File: src/taa_pkg.sv
`timescale 1ns / 1ps

package taa_pkg;

   localparam int TAPS_DEFAULT     = 8;
   localparam int CHANNELS_DEFAULT = 6;
   localparam int BURST_LENGTH     = 20;
   localparam int DISCARD_COUNT    = 10;

   localparam int SAMPLE_W = 16;
   localparam int CHAN_W   = 3;
   localparam int AMP_W    = 16;
   localparam int DIVR_W   = 16;
   localparam int COEF_W   = 10;
   localparam int ACC_W    = 32;
   localparam int QUO_W    = 22;
   localparam int BIT_W    = 4;
   localparam int CNT_W    = 5;
   localparam int TAB_W    = 4;
   localparam int TAB_LEN  = 10;

   // x / 100 == (x * DIV100_MAGIC) >> DIV100_SHIFT for any 32-bit x
   localparam logic [31:0] DIV100_MAGIC = 32'h51EB851F;
   localparam int          DIV100_SHIFT = 37;

   // tone table already scaled by 5
   localparam logic signed [COEF_W-1:0] COS5 [TAB_LEN] = '{
      10'sd500, 10'sd405, 10'sd155, -10'sd155, -10'sd405,
      -10'sd500, -10'sd405, -10'sd155, 10'sd155, 10'sd405
   };
   localparam logic signed [COEF_W-1:0] SIN5 [TAB_LEN] = '{
      10'sd0, 10'sd295, 10'sd475, 10'sd475, 10'sd295,
      10'sd0, -10'sd295, -10'sd475, -10'sd475, -10'sd295
   };

   typedef enum logic [3:0] {
      OP_NONE,
      OP_ACCUM,
      OP_QC,
      OP_QS,
      OP_SQC,
      OP_SQS,
      OP_RAD,
      OP_ROOT,
      OP_AMP,
      OP_WIN,
      OP_DIV,
      OP_LOAD
   } op_type;

   typedef struct packed {
      op_type             op;
      logic [TAB_W-1:0]   tab_idx;
      logic [BIT_W-1:0]   bit_idx;
   } cmd_type;

   typedef struct packed {
      logic sat;
   } stat_type;

endpackage

File: src/taa_ram.sv
`timescale 1ns / 1ps

module taa_ram #(
   parameter int WIDTH = 16,
   parameter int DEPTH = 48,
   localparam int ADDR_W = (DEPTH > 1) ? $clog2(DEPTH) : 1
) (
   input  logic              clock,
   input  logic              wr_en,
   input  logic [ADDR_W-1:0] wr_addr,
   input  logic [WIDTH-1:0]  wr_data,
   input  logic [ADDR_W-1:0] rd_addr,
   output logic [WIDTH-1:0]  rd_data
);

   logic [WIDTH-1:0] mem_ff [DEPTH];
   logic [WIDTH-1:0] rd_data_ff;

   always_ff @(posedge clock) begin
      if (wr_en) begin
         mem_ff[wr_addr] <= wr_data;
      end
      rd_data_ff <= mem_ff[rd_addr];
   end

   assign rd_data = rd_data_ff;

endmodule

File: src/taa_ctrl.sv
`timescale 1ns / 1ps

module taa_ctrl #(
   parameter int TAPS = taa_pkg::TAPS_DEFAULT
) (
   input  logic               clock,
   input  logic               reset,
   input  logic               req_tvalid,
   output logic               req_tready,
   output logic               rsp_tvalid,
   input  logic               rsp_tready,
   input  taa_pkg::stat_type  stat,
   output taa_pkg::cmd_type   cmd
);

   localparam int SUM_W  = taa_pkg::AMP_W + $clog2(TAPS);
   localparam int STEP_W = $clog2(SUM_W);

   typedef enum logic [3:0] {
      S_IDLE,
      S_QC,
      S_QS,
      S_SQC,
      S_SQS,
      S_RAD,
      S_ROOT,
      S_AMP,
      S_WIN,
      S_DIV,
      S_OUT
   } state_type;

   state_type                    state_ff, state_in;
   logic [taa_pkg::CNT_W-1:0]    sample_cnt_ff, sample_cnt_in;
   logic [STEP_W-1:0]            step_ff, step_in;
   logic                         rsp_valid_ff, rsp_valid_in;
   logic [taa_pkg::CNT_W-1:0]    next_cnt;
   logic                         accept;
   logic                         last;

   assign req_tready = (state_ff == S_IDLE);
   assign rsp_tvalid = rsp_valid_ff;
   assign accept     = req_tvalid && req_tready;
   assign next_cnt   = sample_cnt_ff + taa_pkg::CNT_W'(1);
   assign last       = (next_cnt == taa_pkg::CNT_W'(taa_pkg::BURST_LENGTH));

   always_comb begin
      state_in      = state_ff;
      sample_cnt_in = sample_cnt_ff;
      step_in       = step_ff;
      rsp_valid_in  = rsp_valid_ff && !rsp_tready;
      cmd.op        = taa_pkg::OP_NONE;
      cmd.tab_idx   = last ? '0 :
                      taa_pkg::TAB_W'(next_cnt - taa_pkg::CNT_W'(taa_pkg::DISCARD_COUNT));
      cmd.bit_idx   = step_ff[taa_pkg::BIT_W-1:0];
      unique case (state_ff)
         S_IDLE: begin
            if (accept) begin
               if (next_cnt > taa_pkg::CNT_W'(taa_pkg::DISCARD_COUNT)) begin
                  cmd.op = taa_pkg::OP_ACCUM;
               end
               if (last) begin
                  sample_cnt_in = '0;
                  state_in      = S_QC;
               end else begin
                  sample_cnt_in = next_cnt;
               end
            end
         end
         S_QC: begin
            cmd.op   = taa_pkg::OP_QC;
            state_in = S_QS;
         end
         S_QS: begin
            cmd.op   = taa_pkg::OP_QS;
            state_in = S_SQC;
         end
         S_SQC: begin
            cmd.op   = taa_pkg::OP_SQC;
            state_in = S_SQS;
         end
         S_SQS: begin
            cmd.op   = taa_pkg::OP_SQS;
            state_in = S_RAD;
         end
         S_RAD: begin
            cmd.op   = taa_pkg::OP_RAD;
            step_in  = STEP_W'(taa_pkg::AMP_W - 1);
            state_in = S_ROOT;
         end
         S_ROOT: begin
            if (stat.sat) begin
               state_in = S_AMP;
            end else begin
               cmd.op = taa_pkg::OP_ROOT;
               if (step_ff == '0) begin
                  state_in = S_AMP;
               end else begin
                  step_in = step_ff - STEP_W'(1);
               end
            end
         end
         S_AMP: begin
            cmd.op   = taa_pkg::OP_AMP;
            state_in = S_WIN;
         end
         S_WIN: begin
            cmd.op   = taa_pkg::OP_WIN;
            step_in  = STEP_W'(SUM_W - 1);
            state_in = S_DIV;
         end
         S_DIV: begin
            cmd.op = taa_pkg::OP_DIV;
            if (step_ff == '0) begin
               state_in = S_OUT;
            end else begin
               step_in = step_ff - STEP_W'(1);
            end
         end
         S_OUT: begin
            if (!rsp_valid_ff || rsp_tready) begin
               cmd.op       = taa_pkg::OP_LOAD;
               rsp_valid_in = 1'b1;
               state_in     = S_IDLE;
            end
         end
         default: begin
            state_in = S_IDLE;
         end
      endcase
   end

   always_ff @(posedge clock) begin
      if (reset) begin
         state_ff      <= S_IDLE;
         sample_cnt_ff <= '0;
         step_ff       <= '0;
         rsp_valid_ff  <= 1'b0;
      end else begin
         state_ff      <= state_in;
         sample_cnt_ff <= sample_cnt_in;
         step_ff       <= step_in;
         rsp_valid_ff  <= rsp_valid_in;
      end
   end

endmodule

File: src/taa_datapath.sv
`timescale 1ns / 1ps

module taa_datapath #(
   parameter int TAPS     = taa_pkg::TAPS_DEFAULT,
   parameter int CHANNELS = taa_pkg::CHANNELS_DEFAULT
) (
   input  logic                           clock,
   input  logic                           reset,
   input  taa_pkg::cmd_type               cmd,
   output taa_pkg::stat_type              stat,
   input  logic [taa_pkg::SAMPLE_W-1:0]   req_sample,
   input  logic [taa_pkg::CHAN_W-1:0]     req_channel,
   input  logic                           csr_wr_en,
   input  logic [taa_pkg::DIVR_W-1:0]     csr_wr_data,
   output logic [taa_pkg::CHAN_W-1:0]     rsp_channel,
   output logic [taa_pkg::AMP_W-1:0]      rsp_amplitude,
   output logic [taa_pkg::AMP_W-1:0]      rsp_filtered
);

   localparam int POS_W    = $clog2(TAPS);
   localparam int CH_IDX_W = (CHANNELS > 1) ? $clog2(CHANNELS) : 1;
   localparam int DEPTH    = CHANNELS * TAPS;
   localparam int ADDR_W   = $clog2(DEPTH);
   localparam int SUM_W    = taa_pkg::AMP_W + $clog2(TAPS);
   localparam int TAP_W    = $clog2(TAPS + 1);
   localparam int DEN_W    = taa_pkg::DIVR_W + TAP_W;
   localparam int MAG_W    = 2 * taa_pkg::QUO_W + 1;
   localparam int RAD_W    = MAG_W + 5;
   localparam int PROD_W   = taa_pkg::SAMPLE_W + taa_pkg::COEF_W + 2;
   localparam int ACC_W    = taa_pkg::ACC_W;
   localparam int AMP_W    = taa_pkg::AMP_W;

   logic signed [ACC_W-1:0]        acc_c_ff, acc_c_in, acc_s_ff, acc_s_in;
   logic [taa_pkg::DIVR_W-1:0]     divisor_ff, divisor_in;
   logic [SUM_W-1:0]               win_sum_ff [CHANNELS];
   logic [SUM_W-1:0]               win_sum_in [CHANNELS];
   logic [POS_W-1:0]               win_pos_ff [CHANNELS];
   logic [POS_W-1:0]               win_pos_in [CHANNELS];
   logic [DEPTH-1:0]               valid_ff, valid_in;

   logic [taa_pkg::CHAN_W-1:0]     chan_ff, chan_in;
   logic [taa_pkg::QUO_W-1:0]      qc_ff, qc_in, qs_ff, qs_in;
   logic [MAG_W-1:0]               mag_ff, mag_in;
   logic [31:0]                    rad_ff, rad_in;
   logic                           sat_ff, sat_in;
   logic [AMP_W-1:0]               root_ff, root_in, amp_ff, amp_in;
   logic [DEN_W-1:0]               rem_ff, rem_in, den_ff, den_in;
   logic [SUM_W-1:0]               quo_ff, quo_in;
   logic [taa_pkg::CHAN_W-1:0]     rsp_chan_ff, rsp_chan_in;
   logic [AMP_W-1:0]               rsp_amp_ff, rsp_amp_in, rsp_filt_ff, rsp_filt_in;

   logic signed [taa_pkg::SAMPLE_W+1:0] samp_sgn;
   logic signed [PROD_W-1:0]       prod_c, prod_s;
   logic [ACC_W-1:0]               abs_c, abs_s;
   logic [31:0]                    mul_a, mul_b;
   logic [63:0]                    mul_p;
   logic [AMP_W-1:0]               trial;
   logic [RAD_W-1:0]               mag_ext, rad_full;
   logic [CH_IDX_W-1:0]            ch_idx;
   logic                           ch_ok;
   logic [POS_W-1:0]               pos;
   logic [ADDR_W-1:0]              win_addr;
   logic [AMP_W-1:0]               old_amp, ram_rd;
   logic [SUM_W-1:0]               new_sum;
   logic [taa_pkg::DIVR_W-1:0]     div_eff;
   logic [DEN_W:0]                 rem_sh;
   logic                           rem_ge;
   logic                           ram_we;

   assign samp_sgn = {2'b00, req_sample};
   assign prod_c   = samp_sgn * taa_pkg::COS5[cmd.tab_idx];
   assign prod_s   = samp_sgn * taa_pkg::SIN5[cmd.tab_idx];
   assign abs_c    = acc_c_ff[ACC_W-1] ? ACC_W'(-acc_c_ff) : ACC_W'(acc_c_ff);
   assign abs_s    = acc_s_ff[ACC_W-1] ? ACC_W'(-acc_s_ff) : ACC_W'(acc_s_ff);
   assign trial    = root_ff | (AMP_W'(1) << cmd.bit_idx);
   assign div_eff  = (divisor_ff == '0) ? taa_pkg::DIVR_W'(1) : divisor_ff;
   assign mag_ext  = RAD_W'(mag_ff);
   assign rad_full = (mag_ext << 4) + (mag_ext << 3) + mag_ext;

   assign ch_idx   = CH_IDX_W'(chan_ff);
   assign ch_ok    = ({1'b0, chan_ff} < CHANNELS);
   assign pos      = win_pos_ff[ch_idx];
   assign win_addr = ADDR_W'(ch_idx * TAPS + pos);
   assign old_amp  = valid_ff[win_addr] ? ram_rd : '0;
   assign new_sum  = win_sum_ff[ch_idx] - SUM_W'(old_amp) + SUM_W'(amp_ff);
   assign ram_we   = (cmd.op == taa_pkg::OP_WIN) && ch_ok;
   assign rem_sh   = {rem_ff, quo_ff[SUM_W-1]};
   assign rem_ge   = (rem_sh >= {1'b0, den_ff});

   always_comb begin
      unique case (cmd.op)
         taa_pkg::OP_QC: begin
            mul_a = abs_c;
            mul_b = taa_pkg::DIV100_MAGIC;
         end
         taa_pkg::OP_QS: begin
            mul_a = abs_s;
            mul_b = taa_pkg::DIV100_MAGIC;
         end
         taa_pkg::OP_SQC: begin
            mul_a = 32'(qc_ff);
            mul_b = 32'(qc_ff);
         end
         taa_pkg::OP_SQS: begin
            mul_a = 32'(qs_ff);
            mul_b = 32'(qs_ff);
         end
         taa_pkg::OP_ROOT: begin
            mul_a = 32'(trial);
            mul_b = 32'(trial);
         end
         taa_pkg::OP_WIN: begin
            mul_a = 32'(div_eff);
            mul_b = 32'(TAPS);
         end
         default: begin
            mul_a = '0;
            mul_b = '0;
         end
      endcase
   end

   assign mul_p = 64'(mul_a) * 64'(mul_b);

   taa_ram #(
      .WIDTH (AMP_W),
      .DEPTH (DEPTH)
   ) u_window (
      .clock   (clock),
      .wr_en   (ram_we),
      .wr_addr (win_addr),
      .wr_data (amp_ff),
      .rd_addr (win_addr),
      .rd_data (ram_rd)
   );

   always_comb begin
      acc_c_in    = acc_c_ff;
      acc_s_in    = acc_s_ff;
      divisor_in  = csr_wr_en ? csr_wr_data : divisor_ff;
      win_sum_in  = win_sum_ff;
      win_pos_in  = win_pos_ff;
      valid_in    = valid_ff;
      chan_in     = chan_ff;
      qc_in       = qc_ff;
      qs_in       = qs_ff;
      mag_in      = mag_ff;
      rad_in      = rad_ff;
      sat_in      = sat_ff;
      root_in     = root_ff;
      amp_in      = amp_ff;
      rem_in      = rem_ff;
      den_in      = den_ff;
      quo_in      = quo_ff;
      rsp_chan_in = rsp_chan_ff;
      rsp_amp_in  = rsp_amp_ff;
      rsp_filt_in = rsp_filt_ff;
      unique case (cmd.op)
         taa_pkg::OP_ACCUM: begin
            acc_c_in = acc_c_ff + ACC_W'(prod_c);
            acc_s_in = acc_s_ff + ACC_W'(prod_s);
            chan_in  = req_channel;
         end
         taa_pkg::OP_QC: begin
            qc_in = mul_p[taa_pkg::DIV100_SHIFT +: taa_pkg::QUO_W];
         end
         taa_pkg::OP_QS: begin
            qs_in    = mul_p[taa_pkg::DIV100_SHIFT +: taa_pkg::QUO_W];
            acc_c_in = '0;
            acc_s_in = '0;
         end
         taa_pkg::OP_SQC: begin
            mag_in = MAG_W'(mul_p);
         end
         taa_pkg::OP_SQS: begin
            mag_in = mag_ff + MAG_W'(mul_p);
         end
         taa_pkg::OP_RAD: begin
            rad_in  = rad_full[31:0];
            sat_in  = |rad_full[RAD_W-1:32];
            root_in = '0;
         end
         taa_pkg::OP_ROOT: begin
            if (mul_p <= 64'(rad_ff)) begin
               root_in = trial;
            end
         end
         taa_pkg::OP_AMP: begin
            amp_in = sat_ff ? '1 : root_ff;
         end
         taa_pkg::OP_WIN: begin
            rem_in = '0;
            den_in = DEN_W'(mul_p);
            quo_in = ch_ok ? new_sum : '0;
            if (ch_ok) begin
               win_sum_in[ch_idx] = new_sum;
               win_pos_in[ch_idx] = (pos == POS_W'(TAPS - 1)) ? '0 : pos + POS_W'(1);
               valid_in[win_addr] = 1'b1;
            end
         end
         taa_pkg::OP_DIV: begin
            rem_in = rem_ge ? DEN_W'(rem_sh - {1'b0, den_ff}) : DEN_W'(rem_sh);
            quo_in = {quo_ff[SUM_W-2:0], rem_ge};
         end
         taa_pkg::OP_LOAD: begin
            rsp_chan_in = chan_ff;
            rsp_amp_in  = amp_ff;
            rsp_filt_in = quo_ff[AMP_W-1:0];
         end
         default: begin
         end
      endcase
   end

   always_ff @(posedge clock) begin
      if (reset) begin
         acc_c_ff   <= '0;
         acc_s_ff   <= '0;
         divisor_ff <= taa_pkg::DIVR_W'(1);
         valid_ff   <= '0;
         for (int i = 0; i < CHANNELS; i++) begin
            win_sum_ff[i] <= '0;
            win_pos_ff[i] <= '0;
         end
      end else begin
         acc_c_ff   <= acc_c_in;
         acc_s_ff   <= acc_s_in;
         divisor_ff <= divisor_in;
         valid_ff   <= valid_in;
         win_sum_ff <= win_sum_in;
         win_pos_ff <= win_pos_in;
      end
   end

   always_ff @(posedge clock) begin
      chan_ff     <= chan_in;
      qc_ff       <= qc_in;
      qs_ff       <= qs_in;
      mag_ff      <= mag_in;
      rad_ff      <= rad_in;
      sat_ff      <= sat_in;
      root_ff     <= root_in;
      amp_ff      <= amp_in;
      rem_ff      <= rem_in;
      den_ff      <= den_in;
      quo_ff      <= quo_in;
      rsp_chan_ff <= rsp_chan_in;
      rsp_amp_ff  <= rsp_amp_in;
      rsp_filt_ff <= rsp_filt_in;
   end

   assign stat.sat      = sat_ff;
   assign rsp_channel   = rsp_chan_ff;
   assign rsp_amplitude = rsp_amp_ff;
   assign rsp_filtered  = rsp_filt_ff;

endmodule

File: src/tone_amplitude_averager_top.sv
`timescale 1ns / 1ps
// Samples: one item per cycle during a burst; items 1 to 19 cause no result.
// After the 20th item: the divide and square steps, the radicand step, up to 16
// square-root steps, the amplitude and window steps, 16+log2(TAPS) divider steps,
// then the result register, loaded once any earlier result has been taken.
// Reset (synchronous, active high) clears burst sums, window sums, positions
// and entry valid bits at once, and sets the divisor to 1.

module tone_amplitude_averager_top #(
   parameter int TAPS     = taa_pkg::TAPS_DEFAULT,
   parameter int CHANNELS = taa_pkg::CHANNELS_DEFAULT
) (
   input  logic        clock,
   input  logic        reset,
   input  logic        req_tvalid,
   output logic        req_tready,
   input  logic [15:0] req_tdata,    // sample
   input  logic [2:0]  req_tuser,    // channel
   output logic        rsp_tvalid,
   input  logic        rsp_tready,
   output logic [31:0] rsp_tdata,    // amplitude, filtered
   output logic [2:0]  rsp_tuser,    // channel_out
   input  logic        csr_wr_en,
   input  logic [15:0] csr_wr_data   // output_divisor
);

   taa_pkg::cmd_type  cmd;
   taa_pkg::stat_type stat;
   logic [taa_pkg::AMP_W-1:0] amplitude;
   logic [taa_pkg::AMP_W-1:0] filtered;

   taa_ctrl #(
      .TAPS (TAPS)
   ) u_ctrl (
      .clock      (clock),
      .reset      (reset),
      .req_tvalid (req_tvalid),
      .req_tready (req_tready),
      .rsp_tvalid (rsp_tvalid),
      .rsp_tready (rsp_tready),
      .stat       (stat),
      .cmd        (cmd)
   );

   taa_datapath #(
      .TAPS     (TAPS),
      .CHANNELS (CHANNELS)
   ) u_datapath (
      .clock         (clock),
      .reset         (reset),
      .cmd           (cmd),
      .stat          (stat),
      .req_sample    (req_tdata),
      .req_channel   (req_tuser),
      .csr_wr_en     (csr_wr_en),
      .csr_wr_data   (csr_wr_data),
      .rsp_channel   (rsp_tuser),
      .rsp_amplitude (amplitude),
      .rsp_filtered  (filtered)
   );

   assign rsp_tdata = {filtered, amplitude};

   a_load_free: assert property (@(posedge clock) disable iff (reset)
      (cmd.op == taa_pkg::OP_LOAD) |-> (!rsp_tvalid || rsp_tready))
      else $error("result loaded over an untaken item");

   a_load_valid: assert property (@(posedge clock) disable iff (reset)
      (cmd.op == taa_pkg::OP_LOAD) |=> rsp_tvalid)
      else $error("loaded result not presented");

   a_busy_no_take: assert property (@(posedge clock) disable iff (reset)
      (req_tvalid && req_tready) |->
         (cmd.op == taa_pkg::OP_ACCUM || cmd.op == taa_pkg::OP_NONE))
      else $error("item taken while burst finishing");

endmodule

File: config.mk
export PLATFORM = sky130hd
export DESIGN_NAME = tone_amplitude_averager_top
export DESIGN_NICKNAME = d
export VERILOG_FILES = /design/src/taa_pkg.sv /design/src/taa_ram.sv /design/src/taa_ctrl.sv /design/src/taa_datapath.sv /design/src/tone_amplitude_averager_top.sv
export SDC_FILE = /design/constraint.sdc
export NUM_CORES = 2
export LEC_CHECK = 0
export BUFFER_PORTS_ARGS = -buffer_cell sky130_fd_sc_hd__buf_4
export CAP_MARGIN = 5
export CORE_UTILIZATION = 40
export DETAILED_ROUTE_END_ITERATION = 8
export PLACE_DENSITY = 0.58
export RECOVER_POWER = 100
export SYNTH_ARGS = -nofsm -noshare
export SYNTH_HDL_FRONTEND = slang
export SYNTH_HIERARCHICAL = 1
export SYNTH_SLANG_ARGS = --single-unit
File: constraint.sdc
create_clock -name clock -period 19.7 [get_ports clock]
set_input_delay 0.985 -clock clock [delete_from_list [all_inputs] [get_ports clock]]
set_output_delay 0.985 -clock clock [all_outputs]
set_load 0.005 [all_outputs]
==> flow_summary.ini <==
[placed_design]
hpwlAfterDp_um = 212000
dp_cells = 12665
io_buffers = 76
gp_congestion = 0.931

[grt]
grt.overflow.total = 0
antenna_found_initial = 8
globalRouteTotalUtil = 0.225
grt_pass1_vias = 72058
grt_pass1_wl_um = 439000
grt_max_degree = 192

[synth]
synth_cells = 9320
ys_ff_latch = 1310
synth_area_um2 = 101000
synth_fa_ha_area_frac = 0.300
yosys.cell_types.count = 107
seq_area_frac_synth = 0.359
synthArstFlopShare = 0
synth-warning-count = 6
yosys.area_share.simple = 0.0921
synth-compound-area-share = 0.107
syn_area_per_cell_um2 = 10.9
synth.area.mux_share = 0.0467
synth_top_family_by_area = adder cells
synth_edf_count = 1019
synth_ff_type = edfxtp_1
synth_xor_area_frac = 0.0234

[detailed_routing]
drt_pre_antenna_iters = 8
post_drt_wl_per_cell_um = 22.3
drtIter0Drc = 5736
totalWireLength_um = 288000
drc = 18
vias_per_cell = 5.44
dr_total_vias = 70438
detail-route-antenna-nets = 0

[clocking]
cts_tree = yes
cts_buffers = 146
post_cts_buffers = 0
cts_buffer_depth = 3
clk_pin_slew_ns = 0.06
clock_latency_ns = 0.85
post_cts_resized = 0
cts_root_buf = clkbuf_16
postCtsHoldBufs = 0
clock-sinks = 1310
htreeDepth = 4

[sta]
rsz0062_at_grt = no
slew_headroom = -5.08
tightest_slew_ns = 9.11
clock.fmax_mhz = 58.8
fin_crit_ns = 16.99
drv_slew = 1782
fin_skew_ns = 0.0684
setup_tns_ns = 0
hold_violations = 0
period_share = 0.863
setup_viol = 0

[layout]
syn_to_final_growth_pct = 9.52
multiInputGateArea_um2 = 58100
nFillCells = 23617
seqCellArea_um2 = 36400
post_route_cells_drive_above_1_share = 0.0660
mostFrequentLayoutCell = inv_1
fin_nets = 11290
stdcell_count = 12942
final_cell_mix = 1470 x inv_1, 1075 x fa_1, 1019 x edfxtp_1

[die]
io_pins = 77
fp.coreArea_um2 = 252000
start_util = 0.403
fp-row-count = 184
dieArea_um2 = 255000
die_x_um = 505
die_y_um = 505

[setup_path]
arrival_ns = 17.40
cp_max_fo = 46
cp.required_ns = 20.11
crit_path_max_incr_delay_ns = 1.40
worstSetupStartpointType = flop
worst_path_most_repeated_cell = fa_1
end_kind = flop
critPathKind = reg2reg
slowest_stage = clkbuf_1

[power_and_ir_drop]
cellPowerDensity_nw_per_um2 = 118
leakage_nw = 46.9
peakVddDrop_v = 0.000198

[run_status]
violations = design-rule violations, max-capacitance violations, max-slew violations
outcome = complete, but fails checks

[hold_path]
hold_class = in2reg

[flow_run]
cap_violations = 34
[worst max-delay path: cells and delay by family (launching register included)]
kind                     cells  cell delay, ns
adder cells (fa/ha/maj)     10            4.84
AND/OR/NAND/NOR             16            4.25
buffers and inverters        6            3.77
AO/OA/AOI/OAI                6            2.85
flip-flops                   1            0.50
XOR/XNOR                     1            0.26
[synthesized netlist by cell type (24+ instances only)]
library cell  count  area share
fa_1           1075        0.21
nand2_1         763       0.028
a22oi_1         166       0.012
a211oi_1         44      0.0033
o21ai_0         232       0.011
nor3_1           66      0.0033
a21oi_1         506       0.025
xor2_1          135       0.012
nor2_1          779       0.029
a31oi_1          24      0.0015
o31ai_1          32      0.0024
nand2b_1         46      0.0028
a21o_1          104      0.0077
a221oi_1         68      0.0059
a22o_1           52      0.0045
nor2b_1          61      0.0038
nand4_1          43      0.0027
o22ai_1          60      0.0037
dfxtp_1         291       0.057
o21a_1           25      0.0019
edfxtp_1       1019        0.30
clkbuf_1        315       0.012
nand3_1          86      0.0042
inv_1          1467       0.054
mux2i_1         287       0.028
xnor2_1         136       0.012
or2_2            60      0.0037
a221o_1          35      0.0035
o21bai_1         48      0.0036
mux4_2           81       0.018
and2_1           68      0.0042
ha_1            709       0.088
o22a_1           47      0.0041
[logic make-up after synthesis]
| group | count (synthesis) |
|---|---|
| adders and majority gates | 1784 |
| DFF | 1310 |
| other | 2 |
| xor gates and xnor gates | 271 |
| muxes | 371 |
| and+or+nand+nor | 2110 |
| AOI/OAI and AO/OA | 1608 |
| buffers and inverters | 1864 |
[stage by stage]
stage / cell area (µm²) / total power (W) / hold slack (ns) / setup WS, ns / utilization
floorplan: 102000 / 0.00872 / 0.426 / 6.80 / -
global placement: 107000 / 0.0103 / 0.438 / 3.98 / 0.424
detailed placement: 107000 / 0.0103 / 0.442 / 3.77 / 0.424
CTS: 112000 / 0.0132 / 0.317 / 4.02 / 0.443
global route: 111000 / 0.0142 / 0.369 / 1.75 / 0.441
finish: 111000 / 0.0131 / 0.394 / 2.71 / 0.441
[final timing paths]
kind | startpoint | endpoint | slack [ns] | cells past startpoint
worst max-delay path | u_ctrl/rsp_tvalid$_SDFF_PP0_ | u_datapath/root_ff[11]$_SDFFCE_PN0P_ | 2.71 | 39
worst min-delay path | req_tuser[0] | u_datapath/ch_idx[0]$_DFFE_PN_ | 0.39 | 1
worst max register to register | u_ctrl/rsp_tvalid$_SDFF_PP0_ | u_datapath/root_ff[11]$_SDFFCE_PN0P_ | 2.71 | 39
worst min register to register | u_datapath/quo_ff[5]$_DFFE_PP_ | u_datapath/rsp_filtered[5]$_DFFE_PN_ | 0.44 | 0
[per-layer routing]
layer	global-route usage	vias to the layer above	share of wire
met5	0	-	0.000045
met1	0.317	35917	0.45
met2	0.363	2284	0.46
met4	0.0589	2	0.026
met3	0.0321	384	0.065
li1	-	31851	-
[state kept, by name, indices dropped and copies added (netlist names), 18 cells and up]
name	cells
u_datapath/win_pos_ff	18
u_datapath/valid_ff	48
u_datapath/mag_ff	45
u_datapath/rad_ff	32
u_datapath/qs_ff	22
u_datapath/acc_s_ff	32
u_datapath/den_ff	20
u_datapath/rem_ff	20
u_datapath/u_window/mem_ff	768
u_datapath/quo_ff	19
u_datapath/acc_c_ff	32
u_datapath/win_sum_ff	114
u_datapath/qc_ff	22
[cell type report]
cell class,instances,area share
Multi-Input combinational cell,6244,0.524
Sequential cell,1310,0.328
Inverter,1473,0.0499
Tap cell,3348,0.0377
Clock buffer,178,0.0352
Timing Repair Buffer,291,0.0164
Clock inverter,94,0.00890
Antenna cell,4,0.0000902
[power breakdown]
part,internal (W),switching [W],leakage (nW),total (W)
sequential,0.00305,0.00000357,11.8,0.00305
clock,0.00154,0.00122,2.38,0.00275
combinational,0.00297,0.00435,32.7,0.00732
total,0.00756,0.00557,46.9,0.0131
(Power assumes the default switching activity.)
